--- src/sps_pkg.sv ---
// Shared constants, codes and control types of the sensor poll scheduler.
`default_nettype none

package sps_pkg;

    // Default number of sensor channels; channels 0 and 1 are the fast ones.
    localparam int unsigned NUM_CHANNELS_DEF = 12;
    localparam int unsigned FIRST_SLOW       = 2;

    // Configuration port geometry.
    localparam int unsigned CFG_DATA_W = 16;
    localparam int unsigned CFG_IDX_W  = 2;

    // Configuration register indexes.
    localparam logic [CFG_IDX_W-1:0] CFG_FAIL_LIMIT  = 2'd0;
    localparam logic [CFG_IDX_W-1:0] CFG_ERROR_LIMIT = 2'd1;
    localparam logic [CFG_IDX_W-1:0] CFG_STUCK_LIMIT = 2'd2;

    // Configuration reset values.
    localparam logic [7:0]  FAIL_LIMIT_RST  = 8'd10;
    localparam logic [7:0]  ERROR_LIMIT_RST = 8'd20;
    localparam logic [15:0] STUCK_LIMIT_RST = 16'd1500;

    // Saturation value of the failure counts and the error run.
    localparam logic [7:0] COUNT_MAX = 8'hFF;

    // Operation codes.
    localparam logic [1:0] OP_POLL        = 2'd0;
    localparam logic [1:0] OP_RESTART     = 2'd1;
    localparam logic [1:0] OP_RESUME_SCAN = 2'd2;
    localparam logic [1:0] OP_RESUME_ODO  = 2'd3;

    // Poll outcome codes; any other code counts as an error response.
    localparam logic [1:0] OUTC_OK      = 2'd0;
    localparam logic [1:0] OUTC_PENDING = 2'd2;

    // Action codes.
    localparam logic [2:0] ACT_NONE        = 3'd0;
    localparam logic [2:0] ACT_STORE       = 3'd1;
    localparam logic [2:0] ACT_CLEAR_FIELD = 3'd2;
    localparam logic [2:0] ACT_RECONNECT   = 3'd3;
    localparam logic [2:0] ACT_CLEAR_CODES = 3'd4;
    localparam logic [2:0] ACT_SCAN_CODES  = 3'd5;
    localparam logic [2:0] ACT_READ_ODO    = 3'd6;

    // Schedule phases.
    localparam logic [1:0] PH_FAST0 = 2'd0;
    localparam logic [1:0] PH_FAST1 = 2'd1;
    localparam logic [1:0] PH_SLOW  = 2'd2;

    typedef enum logic [2:0] {
        ST_IDLE,
        ST_CHECK,
        ST_EVAL,
        ST_SEARCH,
        ST_OUT
    } t_state;

    typedef struct packed {
        logic latch_item;
        logic check;
        logic eval;
        logic search;
        logic load_out;
    } t_dp_cmd;

    typedef struct packed {
        logic check_final;
        logic need_search;
        logic search_done;
        logic out_free;
    } t_dp_status;

endpackage

`default_nettype wire

--- src/sps_ctrl.sv ---
// Sequencing state machine of the sensor poll scheduler.
`default_nettype none

module sps_ctrl (
    input  logic                i_clk,
    input  logic                i_rst_n,
    input  logic                i_in_valid,
    output logic                o_in_stall,
    input  sps_pkg::t_dp_status i_status,
    output sps_pkg::t_dp_cmd    o_cmd
);
    import sps_pkg::*;

    t_state r_state;
    t_state n_state;

    always_ff @(posedge i_clk) begin
        if (!i_rst_n) begin
            r_state <= ST_IDLE;
        end else begin
            r_state <= n_state;
        end
    end

    always_comb begin
        n_state    = r_state;
        o_cmd      = '0;
        o_in_stall = 1'b1;
        unique case (r_state)
            ST_IDLE: begin
                o_in_stall = 1'b0;
                if (i_in_valid) begin
                    o_cmd.latch_item = 1'b1;
                    n_state          = ST_CHECK;
                end
            end
            ST_CHECK: begin
                o_cmd.check = 1'b1;
                n_state     = i_status.check_final ? ST_OUT : ST_EVAL;
            end
            ST_EVAL: begin
                o_cmd.eval = 1'b1;
                n_state    = i_status.need_search ? ST_SEARCH : ST_OUT;
            end
            ST_SEARCH: begin
                o_cmd.search = 1'b1;
                if (i_status.search_done) begin
                    n_state = ST_OUT;
                end
            end
            ST_OUT: begin
                if (i_status.out_free) begin
                    o_cmd.load_out = 1'b1;
                    n_state        = ST_IDLE;
                end
            end
            default: begin
                n_state = ST_IDLE;
            end
        endcase
    end

endmodule

`default_nettype wire

--- src/sps_dp.sv ---
// Datapath of the sensor poll scheduler: channel state, counters, timer and result register.
`default_nettype none

module sps_dp #(
    parameter int unsigned NUM_CHANNELS = sps_pkg::NUM_CHANNELS_DEF
) (
    input  logic                             i_clk,
    input  logic                             i_rst_n,
    input  sps_pkg::t_dp_cmd                 i_cmd,
    output sps_pkg::t_dp_status              o_status,
    input  logic [1:0]                       i_operation,
    input  logic [1:0]                       i_outcome,
    input  logic [31:0]                      i_now_ms,
    input  logic                             i_link_up,
    input  logic                             i_clear_request,
    input  logic                             i_scan_request,
    input  logic                             i_odometer_request,
    input  logic                             i_cfg_wr_en,
    input  logic [sps_pkg::CFG_IDX_W-1:0]    i_cfg_index,
    input  logic [sps_pkg::CFG_DATA_W-1:0]   i_cfg_data,
    input  logic                             i_out_stall,
    output logic                             o_out_valid,
    output logic [2:0]                       o_action,
    output logic [3:0]                       o_action_channel,
    output logic [3:0]                       o_next_channel
);
    import sps_pkg::*;

    localparam int unsigned CW = $clog2(NUM_CHANNELS);
    localparam logic [CW-1:0] LastCh    = CW'(NUM_CHANNELS - 1);
    localparam logic [CW-1:0] FirstSlow = CW'(FIRST_SLOW);
    localparam logic [CW-1:0] SrchLast  = CW'(NUM_CHANNELS - 3);

    // Configuration.
    logic [7:0]  r_fail_limit,  n_fail_limit;
    logic [7:0]  r_error_limit, n_error_limit;
    logic [15:0] r_stuck_limit, n_stuck_limit;

    // Latched request.
    logic [1:0]  r_op,      n_op;
    logic [1:0]  r_outcome, n_outcome;
    logic [31:0] r_now,     n_now;
    logic        r_link,    n_link;
    logic        r_clr,     n_clr;
    logic        r_scan,    n_scan;
    logic        r_odo,     n_odo;

    // Schedule state.
    logic [1:0]    r_phase,  n_phase;
    logic [CW-1:0] r_cur,    n_cur;
    logic [CW-1:0] r_cursor, n_cursor;
    logic [7:0]    r_err,    n_err;
    logic [31:0]   r_slot,   n_slot;
    logic [7:0]    r_fail [NUM_CHANNELS];
    logic [7:0]    n_fail [NUM_CHANNELS];
    logic [NUM_CHANNELS-1:0] r_skip, n_skip;
    logic [NUM_CHANNELS-1:0] r_seen, n_seen;

    // Work registers of one request.
    logic          r_expired, n_expired;
    logic [2:0]    r_act,     n_act;
    logic [CW-1:0] r_ach,     n_ach;
    logic [CW-1:0] r_cnt,     n_cnt;

    // Result register.
    logic       r_out_valid, n_out_valid;
    logic [2:0] r_o_action,  n_o_action;
    logic [3:0] r_o_ach,     n_o_ach;
    logic [3:0] r_o_next,    n_o_next;

    logic [CW-1:0]   cand;
    logic [CW-1:0]   rd_addr;
    logic            skip_rd;
    logic [7:0]      fail_cur;
    logic [7:0]      fail_inc;
    logic [7:0]      err_inc;
    logic            limit_hit;
    logic            err_hit;
    logic            seen_cur;
    logic            is_fail;
    logic            reconnect;
    logic            go;
    logic [31:0]     slot_eff;
    logic [31:0]     elapsed;
    logic            expired;
    logic [CW+3:0]   ach_ext;
    logic [CW+3:0]   cur_ext;

    // Next slow channel after the cursor, wrapping back to the first slow channel.
    assign cand    = (r_cursor == LastCh) ? FirstSlow : r_cursor + CW'(1);
    assign rd_addr = i_cmd.search ? cand : r_cur;
    assign skip_rd = r_skip[rd_addr];

    assign fail_cur  = r_fail[r_cur];
    assign fail_inc  = (fail_cur == COUNT_MAX) ? fail_cur : fail_cur + 8'd1;
    assign err_inc   = (r_err == COUNT_MAX) ? r_err : r_err + 8'd1;
    assign limit_hit = fail_inc >= r_fail_limit;
    assign err_hit   = err_inc >= r_error_limit;
    assign seen_cur  = r_seen[r_cur];

    assign is_fail   = (r_outcome != OUTC_OK) && ((r_outcome != OUTC_PENDING) || r_expired);
    assign reconnect = !skip_rd && is_fail && ((limit_hit && seen_cur) || err_hit);
    assign go        = skip_rd || (r_outcome == OUTC_OK) || (is_fail && !reconnect);

    // The first fast slot restarts the timer, so it sees no elapsed time.
    assign slot_eff = (r_phase == PH_FAST0) ? r_now : r_slot;
    assign elapsed  = r_now - slot_eff;
    assign expired  = elapsed > {16'h0000, r_stuck_limit};

    assign ach_ext = {4'b0000, r_ach};
    assign cur_ext = {4'b0000, r_cur};

    assign o_status.check_final = (r_op != OP_POLL) ||
                                  ((r_phase == PH_FAST0) &&
                                   (!r_link || r_clr || r_scan || r_odo));
    assign o_status.need_search = go && (r_phase == PH_FAST1);
    assign o_status.search_done = !skip_rd || (r_cnt == SrchLast);
    assign o_status.out_free    = !r_out_valid || !i_out_stall;

    always_comb begin
        n_fail_limit  = r_fail_limit;
        n_error_limit = r_error_limit;
        n_stuck_limit = r_stuck_limit;
        n_op          = r_op;
        n_outcome     = r_outcome;
        n_now         = r_now;
        n_link        = r_link;
        n_clr         = r_clr;
        n_scan        = r_scan;
        n_odo         = r_odo;
        n_phase       = r_phase;
        n_cur         = r_cur;
        n_cursor      = r_cursor;
        n_err         = r_err;
        n_slot        = r_slot;
        n_fail        = r_fail;
        n_skip        = r_skip;
        n_seen        = r_seen;
        n_expired     = r_expired;
        n_act         = r_act;
        n_ach         = r_ach;
        n_cnt         = r_cnt;
        n_out_valid   = r_out_valid;
        n_o_action    = r_o_action;
        n_o_ach       = r_o_ach;
        n_o_next      = r_o_next;

        if (i_cfg_wr_en) begin
            unique case (i_cfg_index)
                CFG_FAIL_LIMIT:  n_fail_limit  = i_cfg_data[7:0];
                CFG_ERROR_LIMIT: n_error_limit = i_cfg_data[7:0];
                CFG_STUCK_LIMIT: n_stuck_limit = i_cfg_data[15:0];
                default: begin
                end
            endcase
        end

        if (i_cmd.latch_item) begin
            n_op      = i_operation;
            n_outcome = i_outcome;
            n_now     = i_now_ms;
            n_link    = i_link_up;
            n_clr     = i_clear_request;
            n_scan    = i_scan_request;
            n_odo     = i_odometer_request;
        end

        if (i_cmd.check) begin
            n_act = ACT_NONE;
            n_ach = '0;
            unique case (r_op)
                OP_RESTART: begin
                    n_phase  = PH_FAST0;
                    n_cur    = '0;
                    n_cursor = CW'(1);
                    n_err    = '0;
                    n_slot   = '0;
                    for (int i = 0; i < NUM_CHANNELS; i++) begin
                        n_fail[i] = '0;
                    end
                    n_skip = '0;
                    n_seen = '0;
                end
                OP_RESUME_SCAN, OP_RESUME_ODO: begin
                    n_phase = PH_FAST0;
                    n_cur   = '0;
                    if (r_op == OP_RESUME_ODO) begin
                        n_err = '0;
                    end
                end
                OP_POLL: begin
                    n_expired = expired;
                    if (r_phase == PH_FAST0) begin
                        priority if (!r_link) begin
                            n_act = ACT_RECONNECT;
                        end else if (r_clr) begin
                            n_act = ACT_CLEAR_CODES;
                        end else if (r_scan) begin
                            n_act = ACT_SCAN_CODES;
                        end else if (r_odo) begin
                            n_act = ACT_READ_ODO;
                        end else begin
                            n_cur  = '0;
                            n_slot = r_now;
                        end
                    end
                end
                default: begin
                end
            endcase
        end

        if (i_cmd.eval) begin
            n_ach = r_cur;
            n_act = ACT_NONE;
            if (!skip_rd) begin
                if (r_outcome == OUTC_OK) begin
                    n_fail[r_cur] = '0;
                    n_seen[r_cur] = 1'b1;
                    n_err         = '0;
                    n_act         = ACT_STORE;
                end else if (is_fail) begin
                    n_fail[r_cur] = fail_inc;
                    if (!(limit_hit && seen_cur)) begin
                        if (limit_hit) begin
                            n_skip[r_cur] = 1'b1;
                            n_act         = ACT_CLEAR_FIELD;
                        end
                        n_err = err_inc;
                    end
                    if (reconnect) begin
                        n_act = ACT_RECONNECT;
                    end
                end
            end
            if (go) begin
                priority case (r_phase)
                    PH_FAST0: begin
                        n_phase = PH_FAST1;
                        n_cur   = CW'(1);
                        n_slot  = r_now;
                    end
                    PH_FAST1: begin
                        n_cnt = '0;
                    end
                    default: begin
                        n_phase = PH_FAST0;
                    end
                endcase
            end
        end

        if (i_cmd.search) begin
            n_cursor = cand;
            n_cnt    = r_cnt + CW'(1);
            if (!skip_rd) begin
                n_phase = PH_SLOW;
                n_cur   = cand;
                n_slot  = r_now;
            end else if (r_cnt == SrchLast) begin
                n_phase = PH_FAST0;
            end
        end

        if (r_out_valid && !i_out_stall) begin
            n_out_valid = 1'b0;
        end
        if (i_cmd.load_out) begin
            n_out_valid = 1'b1;
            n_o_action  = r_act;
            n_o_ach     = ach_ext[3:0];
            n_o_next    = (r_phase == PH_FAST0) ? 4'd0 : cur_ext[3:0];
        end
    end

    always_ff @(posedge i_clk) begin
        if (!i_rst_n) begin
            r_fail_limit  <= FAIL_LIMIT_RST;
            r_error_limit <= ERROR_LIMIT_RST;
            r_stuck_limit <= STUCK_LIMIT_RST;
            r_phase       <= PH_FAST0;
            r_cur         <= '0;
            r_cursor      <= CW'(1);
            r_err         <= '0;
            r_slot        <= '0;
            for (int i = 0; i < NUM_CHANNELS; i++) begin
                r_fail[i] <= '0;
            end
            r_skip        <= '0;
            r_seen        <= '0;
            r_out_valid   <= 1'b0;
        end else begin
            r_fail_limit  <= n_fail_limit;
            r_error_limit <= n_error_limit;
            r_stuck_limit <= n_stuck_limit;
            r_phase       <= n_phase;
            r_cur         <= n_cur;
            r_cursor      <= n_cursor;
            r_err         <= n_err;
            r_slot        <= n_slot;
            r_fail        <= n_fail;
            r_skip        <= n_skip;
            r_seen        <= n_seen;
            r_out_valid   <= n_out_valid;
        end
    end

    always_ff @(posedge i_clk) begin
        r_op       <= n_op;
        r_outcome  <= n_outcome;
        r_now      <= n_now;
        r_link     <= n_link;
        r_clr      <= n_clr;
        r_scan     <= n_scan;
        r_odo      <= n_odo;
        r_expired  <= n_expired;
        r_act      <= n_act;
        r_ach      <= n_ach;
        r_cnt      <= n_cnt;
        r_o_action <= n_o_action;
        r_o_ach    <= n_o_ach;
        r_o_next   <= n_o_next;
    end

    assign o_out_valid      = r_out_valid;
    assign o_action         = r_o_action;
    assign o_action_channel = r_o_ach;
    assign o_next_channel   = r_o_next;

endmodule

`default_nettype wire

--- src/sensor_poll_scheduler_unit.sv ---
// Top level of the sensor poll scheduler: controller and datapath.
//
//  Channel | Signals                                        | Direction
//  --------+------------------------------------------------+----------
//  in      | i_in_valid / o_in_stall, operation .. odometer | to block
//  out     | o_out_valid / i_out_stall, action, channels    | from block
//  cfg     | i_cfg_wr_en, i_cfg_index, i_cfg_data           | to block
//
// A poll request passes through capture, check (operation, link, service
// requests and the stuck-poll timer), evaluation of the outcome and loading of
// the result register; one that the check settles alone (restart, resume, or
// in the first fast slot a dropped link or service request) skips evaluation.
// After the second fast channel the search tests slow candidates in turn, up to
// NUM_CHANNELS - 2 of them, until it finds one that is not skipped.
// Reset is synchronous and active low; it restores the configuration defaults
// and clears all per-channel state at once. The result register parts the two
// sides: a new request is taken while an earlier result still waits, and a
// stalled result only holds back the next request at its final step.
`default_nettype none

module sensor_poll_scheduler_unit #(
    parameter int unsigned NUM_CHANNELS = sps_pkg::NUM_CHANNELS_DEF
) (
    input  logic                           i_clk,
    input  logic                           i_rst_n,
    input  logic                           i_in_valid,
    output logic                           o_in_stall,
    input  logic [1:0]                     i_operation,
    input  logic [1:0]                     i_outcome,
    input  logic [31:0]                    i_now_ms,
    input  logic                           i_link_up,
    input  logic                           i_clear_request,
    input  logic                           i_scan_request,
    input  logic                           i_odometer_request,
    input  logic                           i_cfg_wr_en,
    input  logic [sps_pkg::CFG_IDX_W-1:0]  i_cfg_index,
    input  logic [sps_pkg::CFG_DATA_W-1:0] i_cfg_data,
    output logic                           o_out_valid,
    input  logic                           i_out_stall,
    output logic [2:0]                     o_action,
    output logic [3:0]                     o_action_channel,
    output logic [3:0]                     o_next_channel
);
    import sps_pkg::*;

    // Commands from the controller and status back from the datapath.
    t_dp_cmd    cmd;
    t_dp_status status;

    sps_ctrl u_ctrl (
        .i_clk      (i_clk),
        .i_rst_n    (i_rst_n),
        .i_in_valid (i_in_valid),
        .o_in_stall (o_in_stall),
        .i_status   (status),
        .o_cmd      (cmd)
    );

    // The datapath holds the schedule, the per-channel counters and flags,
    // the configuration and the result register.
    sps_dp #(
        .NUM_CHANNELS (NUM_CHANNELS)
    ) u_dp (
        .i_clk              (i_clk),
        .i_rst_n            (i_rst_n),
        .i_cmd              (cmd),
        .o_status           (status),
        .i_operation        (i_operation),
        .i_outcome          (i_outcome),
        .i_now_ms           (i_now_ms),
        .i_link_up          (i_link_up),
        .i_clear_request    (i_clear_request),
        .i_scan_request     (i_scan_request),
        .i_odometer_request (i_odometer_request),
        .i_cfg_wr_en        (i_cfg_wr_en),
        .i_cfg_index        (i_cfg_index),
        .i_cfg_data         (i_cfg_data),
        .i_out_stall        (i_out_stall),
        .o_out_valid        (o_out_valid),
        .o_action           (o_action),
        .o_action_channel   (o_action_channel),
        .o_next_channel     (o_next_channel)
    );

endmodule

`default_nettype wire

--- config.mk ---
export PLATFORM = sky130hd
export DESIGN_NAME = sensor_poll_scheduler_unit
export DESIGN_NICKNAME = d
export VERILOG_FILES = /design/src/sps_pkg.sv /design/src/sps_ctrl.sv /design/src/sps_dp.sv /design/src/sensor_poll_scheduler_unit.sv
export SDC_FILE = /design/constraint.sdc
export NUM_CORES = 1
export LEC_CHECK = 0
export BUFFER_PORTS_ARGS = -buffer_cell sky130_fd_sc_hd__buf_2
export CELL_PAD_IN_SITES_DETAIL_PLACEMENT = 0
export CELL_PAD_IN_SITES_GLOBAL_PLACEMENT = 1
export CORE_MARGIN = 10
export CORE_UTILIZATION = 25
export CTS_CLUSTER_DIAMETER = 100
export CTS_CLUSTER_SIZE = 16
export DETAILED_ROUTE_END_ITERATION = 10
export HOLD_SLACK_MARGIN = 0.15
export PLACE_DENSITY_LB_ADDON = 0.1
export SLEW_MARGIN = 20
export SYNTH_ARGS = -nofsm -noshare
export SYNTH_HDL_FRONTEND = slang
export SYNTH_SLANG_ARGS = --single-unit
--- constraint.sdc ---
create_clock -name i_clk -period 7.5 [get_ports i_clk]
set_input_delay 0.375 -clock i_clk [delete_from_list [all_inputs] [get_ports i_clk]]
set_output_delay 0.375 -clock i_clk [all_outputs]
set_load 0.005 [all_outputs]
After elaboration in Yosys (flattened, before gate mapping)
Cells that the tools add are included.
{"block": "classes", "n_eq_ne": 18, "add_sub_neg": 5, "magnitude_cmp": 8, "reduce_logical": 48, "n_mux": 115, "n_bitwise": 5}
{"operator": "$mux W96", "count": 6}
{"operator": "$mux W32", "count": 12}
{"operator": "$mux W12", "count": 13}
{"operator": "$and A96 B96 Y96", "count": 1}
{"operator": "$bwmux W96", "count": 1}
{"operator": "$mux W8", "count": 12}
{"operator": "$not A96 Y96", "count": 1}
{"operator": "$mux W4", "count": 22}
{"operator": "$pmux W32 S2", "count": 1}
{"operator": "$mux W3", "count": 18}
{"operator": "$bmux W8 S4", "count": 1}
{"operator": "$demux W8 S4", "count": 1}
{"operator": "$gt A32 B16 Y1", "count": 1}
{"operator": "$sub A32 B32 Y32", "count": 1}
{"operator": "$or A12 B12 Y12", "count": 2}
{"operator": "$reduce_bool A2 Y1", "count": 9}
{"operator": "$add A8 B1 Y8 const B", "count": 2}
{"operator": "$eq A8 B8 Y1 const B", "count": 2}
{"operator": "$ge A8 B8 Y1", "count": 2}
{"operator": "$mux W2", "count": 8}
{"operator": "$pmux W8 S2", "count": 1}
{"operator": "$pmux W3 S5", "count": 1}
{"operator": "$mux W1", "count": 13}
{"operator": "$logic_and A1 B1 Y1", "count": 10}
{"operator": "25 further kinds", "count": 58}
{"block": "word_totals", "out_inout_bits": 13, "ff_bits": 269, "elab_cells": 237, "input_bits": 63}

Logic depth before layout (Yosys ltp)
{"block": "depth", "word_depth": 18, "mapped_depth": 25, "mapped_depth_nobuf": 22}

Modules after synthesis
From an unflattened synthesis, not the netlist that was laid out.
{"block": "unflattened", "hier_cells": 1582, "area_unflattened_um2": 14896.8}
{"mod": "sps_dp", "cells_per_inst": 1555, "n_inst": 1, "seq_area_each_um2": 5955.7, "area_per_inst_um2": 14686.6}
{"mod": "sps_ctrl", "cells_per_inst": 27, "n_inst": 1, "seq_area_each_um2": 60.1, "area_per_inst_um2": 210.2}

Worst setup path before layout
Ideal clock, no wire load.
{"block": "synth_timing", "path_type": "register to register", "start": "register u_dp.r_phase[0]", "end": "register u_dp.r_expired (data pin)", "setup_slack_ps": 1748, "n_path_buf": 3, "stages_incl_launch_ff": 24, "setup_ps": 269, "period_less_slack_ps": 5752, "t_arrival_ps": 5483, "path_cell_list": "dfxtp_1 nor2_1 clkbuf_1 clkbuf_1 buf_1 mux2i_1 fa_1 a211oi_1 o21ai_0 o21ai_0 nand2_1 a21oi_1 o21bai_1 xor2_1 ha_1 nand4_1 nor4_1 nor2_1 a2111oi_0 o2111a_1 nor4bb_1 nand4_1 nor4_1 nand4_1"}
{"block": "synth_via", "elab_chain_cells": 4}
{"item": "start: declaration", "line": "sps_dp.sv:49", "source": "logic [1:0] r_phase, n_phase;"}
{"item": "start signal: assignment", "line": "sps_dp.sv:296", "source": "r_phase <= n_phase;"}
{"item": "$logic_not A2 Y1", "line": "sps_dp.sv:106", "source": "assign slot_eff = (r_phase == PH_FAST0) ? r_now : r_slot;"}
{"item": "$mux W32", "line": "sps_dp.sv:106"}
{"item": "$sub A32 B32 Y32", "line": "sps_dp.sv:107", "source": "assign elapsed = r_now - slot_eff;"}
{"item": "$gt A32 B16 Y1", "line": "sps_dp.sv:108", "source": "assign expired = elapsed > {16'h0000, r_stuck_limit};"}
{"item": "via u_dp.expired", "line": "sps_dp.sv:85", "source": "logic expired;"}
{"item": "end signal: assignment", "line": "sps_dp.sv:316", "source": "r_expired <= n_expired;"}
{"item": "end: declaration", "line": "sps_dp.sv:60", "source": "logic r_expired, n_expired;"}
The timed path passes the listed nets, and every way through them passes these cells.
A chain may end at the register's enable or synchronous reset.

Final worst setup path
{"block": "layout_timing", "start": "register u_dp.r_cur[0]", "end": "register u_dp.r_slot[23]"}
{"block": "layout_via", "elab_chain_cells": 17}
{"item": "start: declaration", "line": "sps_dp.sv:50", "source": "logic [CW-1:0] r_cur, n_cur;"}
{"item": "start signal: assignment", "line": "sps_dp.sv:297", "source": "r_cur <= n_cur;"}
{"item": "$not A4 Y5 (not written as such)", "line": "sps_dp.sv:94", "source": "assign fail_cur = r_fail[r_cur];"}
{"item": "$bmux W8 S4", "line": "sps_dp.sv:94"}
{"item": "$mux W8 (not written as such) (2 in a row)", "line": "sps_dp.sv:94"}
{"item": "$add A8 B1 Y8 / $eq A8 B8 Y1 (equally long branches)", "line": "sps_dp.sv:95", "source": "assign fail_inc = (fail_cur == COUNT_MAX) ? fail_cur : fail_cur + 8'd1;"}
{"item": "$mux W8", "line": "sps_dp.sv:95"}
{"item": "$ge A8 B8 Y1", "line": "sps_dp.sv:97", "source": "assign limit_hit = fail_inc >= r_fail_limit;"}
{"item": "$logic_and A1 B1 Y1", "line": "sps_dp.sv:102", "source": "assign reconnect = !skip_rd && is_fail && ((limit_hit && seen_cur) || err_hit);"}
{"item": "$logic_or A1 B1 Y1", "line": "sps_dp.sv:102"}
{"item": "$logic_and A1 B1 Y1", "line": "sps_dp.sv:102"}
{"item": "$logic_not A1 Y1", "line": "sps_dp.sv:103", "source": "assign go = skip_rd || (r_outcome == OUTC_OK) || (is_fail && !reconnect);"}
{"item": "$logic_and A1 B1 Y1", "line": "sps_dp.sv:103"}
{"item": "$logic_or A1 B1 Y1", "line": "sps_dp.sv:103"}
{"item": "$mux W32", "line": "sps_dp.sv:236", "source": "if (go) begin"}
{"item": "$mux W32", "line": "sps_dp.sv:213", "source": "if (i_cmd.eval) begin"}
{"item": "$mux W32", "line": "sps_dp.sv:256", "source": "if (!skip_rd) begin"}
{"item": "$mux W32 (*)", "line": "sps_dp.sv:253", "source": "if (i_cmd.search) begin"}
{"item": "end signal: assignment", "line": "sps_dp.sv:300", "source": "r_slot <= n_slot;"}
{"item": "end: declaration", "line": "sps_dp.sv:53", "source": "logic [31:0] r_slot, n_slot;"}
Every way passes the cells marked *; elsewhere a longest branch is shown, timed or not. The select of a mux whose other input is x is not followed.

==> impl_metrics.ini <==
[floorplan]
fp.coreArea_sq_um = 58000
die_x_microns = 263
io-pin-count = 76
initial_core_util = 0.254
num_rows = 88
die-area_sq_um = 69000
die_y_microns = 263

[logic_synthesis]
synth.avg_cell_area_sq_um = 9.65
synth_warnings = 0
synth_top_flop_cell = dfxtp_1
yosysTopAreaCellShare = 0.280
async_flop_share = 0
synth_edf_count = 63
synth_seq_cells = 269
synthCells = 1527
netlist_area_sq_um = 14700
synth_fp_nets = 1659
synth_top_cells_by_area = dfxtp_1 28%, edfxtp_1 13%, ha_1 5.8%
seq_area_frac_synth = 0.408
synth.distinct_cells = 78
yosysTopAreaCell = dfxtp_1

[sta]
max_freq_mhz = 154
setup_viol = 0
tightest_slew_ns = 1.05
worst_clock_skew_ns = 0.0119
period_minus_slack_ns = 6.49
slew_headroom = 0.299
drv_slew = 0
final_hold_viol_count = 0
final.setup.tns_ns = 0
rsz0062_at_grt = no
finalWorstSetupSlack_ns = 1.01
timing.final.crit_share = 0.866
whs_ns = 0.183

[clock_tree]
clockRootBuffer = clkbuf_16
cts.sinks = 269
cts_tree = done
clk_latency_ns = 0.55
clockBufferDepth = 3
cts_max_level = 1
numCtsBuffers = 21
clkTransAtPathRegs_ns = 0.08
cts_setup_buffers = 0

[placed_design]
pre_cts_ws_ns = 0.956
placed_cell_area_sq_um = 15900
post-dp-hpwl_mm = 36.4
gp_congestion = 0.802
portBuffers = 75

[critical_path]
start_kind = flop
critPathMaxFanout = 30
critPathRequiredTime_ns = 7.94
crit_type = flop to flop
endpoint_kind = flop
crit_arrival_ns = 6.93

[power_and_ir_drop]
power.total_mw = 3.09
peakVddDrop_mv = 0.162
leakagePower_nw = 6.38
power_density_nw_per_um2 = 180

[grt]
grt_use_met3 = 0.0151
grt_use_total = 0.142
grt.busiest_layer = met2
grt_pass1_wl_mm = 78.5
grt_pass1_vias = 12500
use_met1 = 0.189
grt-ovfl-total = 0
antenna_found_initial = 0
grt_max_degree = 48
gr-usage-met2 = 0.241

[layout]
fin_area_sq_um = 17100
seq_area_sq_um = 6020
n_antenna_cell = 0
fin_nets = 1745
n_fill_cell = 6068
multi_input_area_sq_um = 8160
area_delta_synth_final_pct = 16.3
drive_above_1_share = 0.121

[routing]
drcViolationCount = 0
vias_per_cell = 5.16
initialDrtViolationCount = 692
ant_nets = 0
first_pass_iters = 5
drt_wl_total_mm = 51.0
vias = 12300
wl_per_cell_microns = 21.3

[job]
max_cap_viol_count = 0

[outcome]
outcome = completed

[worst_hold_path]
worstHoldPathType = primary input to flop
[kinds of logic after synthesis]
group / count (synthesis) / share of synthesized area
xor gates and xnor gates: 27 / 0.0161
AOI/OAI and AO/OA: 486 / 0.251
muxes: 90 / 0.0856
DFF: 269 / 0.408
buffers and inverters: 148 / 0.0411
adders and majority gates: 69 / 0.0591
and+or+nand+nor: 438 / 0.139
[sequential cells by signal, indices dropped and copies added (netlist names), 8 cells and up]
register / flops
u_dp.r_err: 8
u_dp.r_error_limit: 8
u_dp.r_fail: 96
u_dp.r_fail_limit: 8
u_dp.r_now: 32
u_dp.r_seen: 12
u_dp.r_skip: 12
u_dp.r_slot: 32
u_dp.r_stuck_limit: 16
[cell usage after synthesis (all sizes together), types with 29 or more instances]
| cell type | count |
|---|---|
| o21ai | 56 |
| a22o | 79 |
| o2bb2ai | 32 |
| a22oi | 35 |
| inv | 52 |
| nor2 | 95 |
| dfxtp | 206 |
| a21oi | 88 |
| nand2 | 174 |
| clkbuf | 69 |
| a32o | 29 |
| edfxtp | 63 |
| o211ai | 43 |
| ha | 68 |
| mux2i | 54 |
| a221o | 30 |
[what timing repair did]
item,in CTS,in global routing
resized for setup,0,0
hold buffers,56,0
hold endpoints to repair,62,0
[cells in the final DEF, fill, tap and decap left out, drive strengths merged, types with 11 or more instances in the layout]
master	instances
inv	54
nor2	95
ha	68
dlygate4sd3	56
nand3	27
buf	102
a32o	29
nand2	174
a221o	30
o21ai	56
mux2i	54
a21o	15
xor2	12
o2bb2ai	32
nor3	27
a22o	79
nor2b	11
nand2b	18
a21oi	88
o211ai	43
edfxtp	63
clkbuf	30
and2	22
xnor2	15
mux4	28
a22oi	35
dfxtp	206
[report_power, final]
group	total, mW	internal, mW	switching (mW)
sequential	1.54	1.51	0.0257
combinational	0.406	0.161	0.245
clock	1.15	0.567	0.580
[per-layer routing]
layer	part of all wire	wire length (microns)
met2	0.48	24400
met3	0.030	1500
met5	0	0
met4	0.024	1240
met1	0.47	23800
[final timing paths]
check | from | slack, ns | cells after the start | endpoint
hold / removal | i_cfg_data[6] | 0.18 | 3 | u_dp.r_fail_limit[6]
setup / recovery | u_dp.r_cur[0] | 1.01 | 22 | u_dp.r_slot[23]
hold reg to reg | u_dp.r_ach[3] | 0.42 | 0 | u_dp.o_action_channel[3]
setup reg to reg | u_dp.r_cur[0] | 1.01 | 22 | u_dp.r_slot[23]
[worst max-delay path, stage by stage (launching register included)]
cell       delay, ns
dfxtp_2         0.76
mux4_2          0.58
mux2i_1         0.16
o21ai_0         0.19
ha_1            0.29
and2_1          0.19
nor2b_1         0.16
and2_1          0.20
xnor2_1         0.39
buf_4           0.26
inv_1           0.07
ha_1            0.26
nand2b_1        0.14
a211oi_1        0.23
o21ai_0         0.15
a2111oi_0       0.54
nor3_1          0.16
o31ai_1         0.33
buf_4           0.21
o21ai_4         0.25
buf_12          0.30
a221o_1         0.26
a32o_1          0.25
[layout make-up]
cell class,count,area share
Multi-Input combinational cell,1110,0.476
Sequential cell,269,0.351
Clock buffer,30,0.0357
Tap cell,765,0.0559
Clock inverter,3,0.00117
Timing Repair Buffer,158,0.0679
Inverter,53,0.0116
[metrics by stage]
stage / util / instances
2_1_floorplan: - / 1527
3_3_place_gp: 0.275 / 2299
3_5_place_dp: 0.275 / 2299
4_1_cts: 0.295 / 2388
5_1_grt: 0.295 / 2388
6_report: 0.295 / 2388
(Power assumes the default switching activity.)
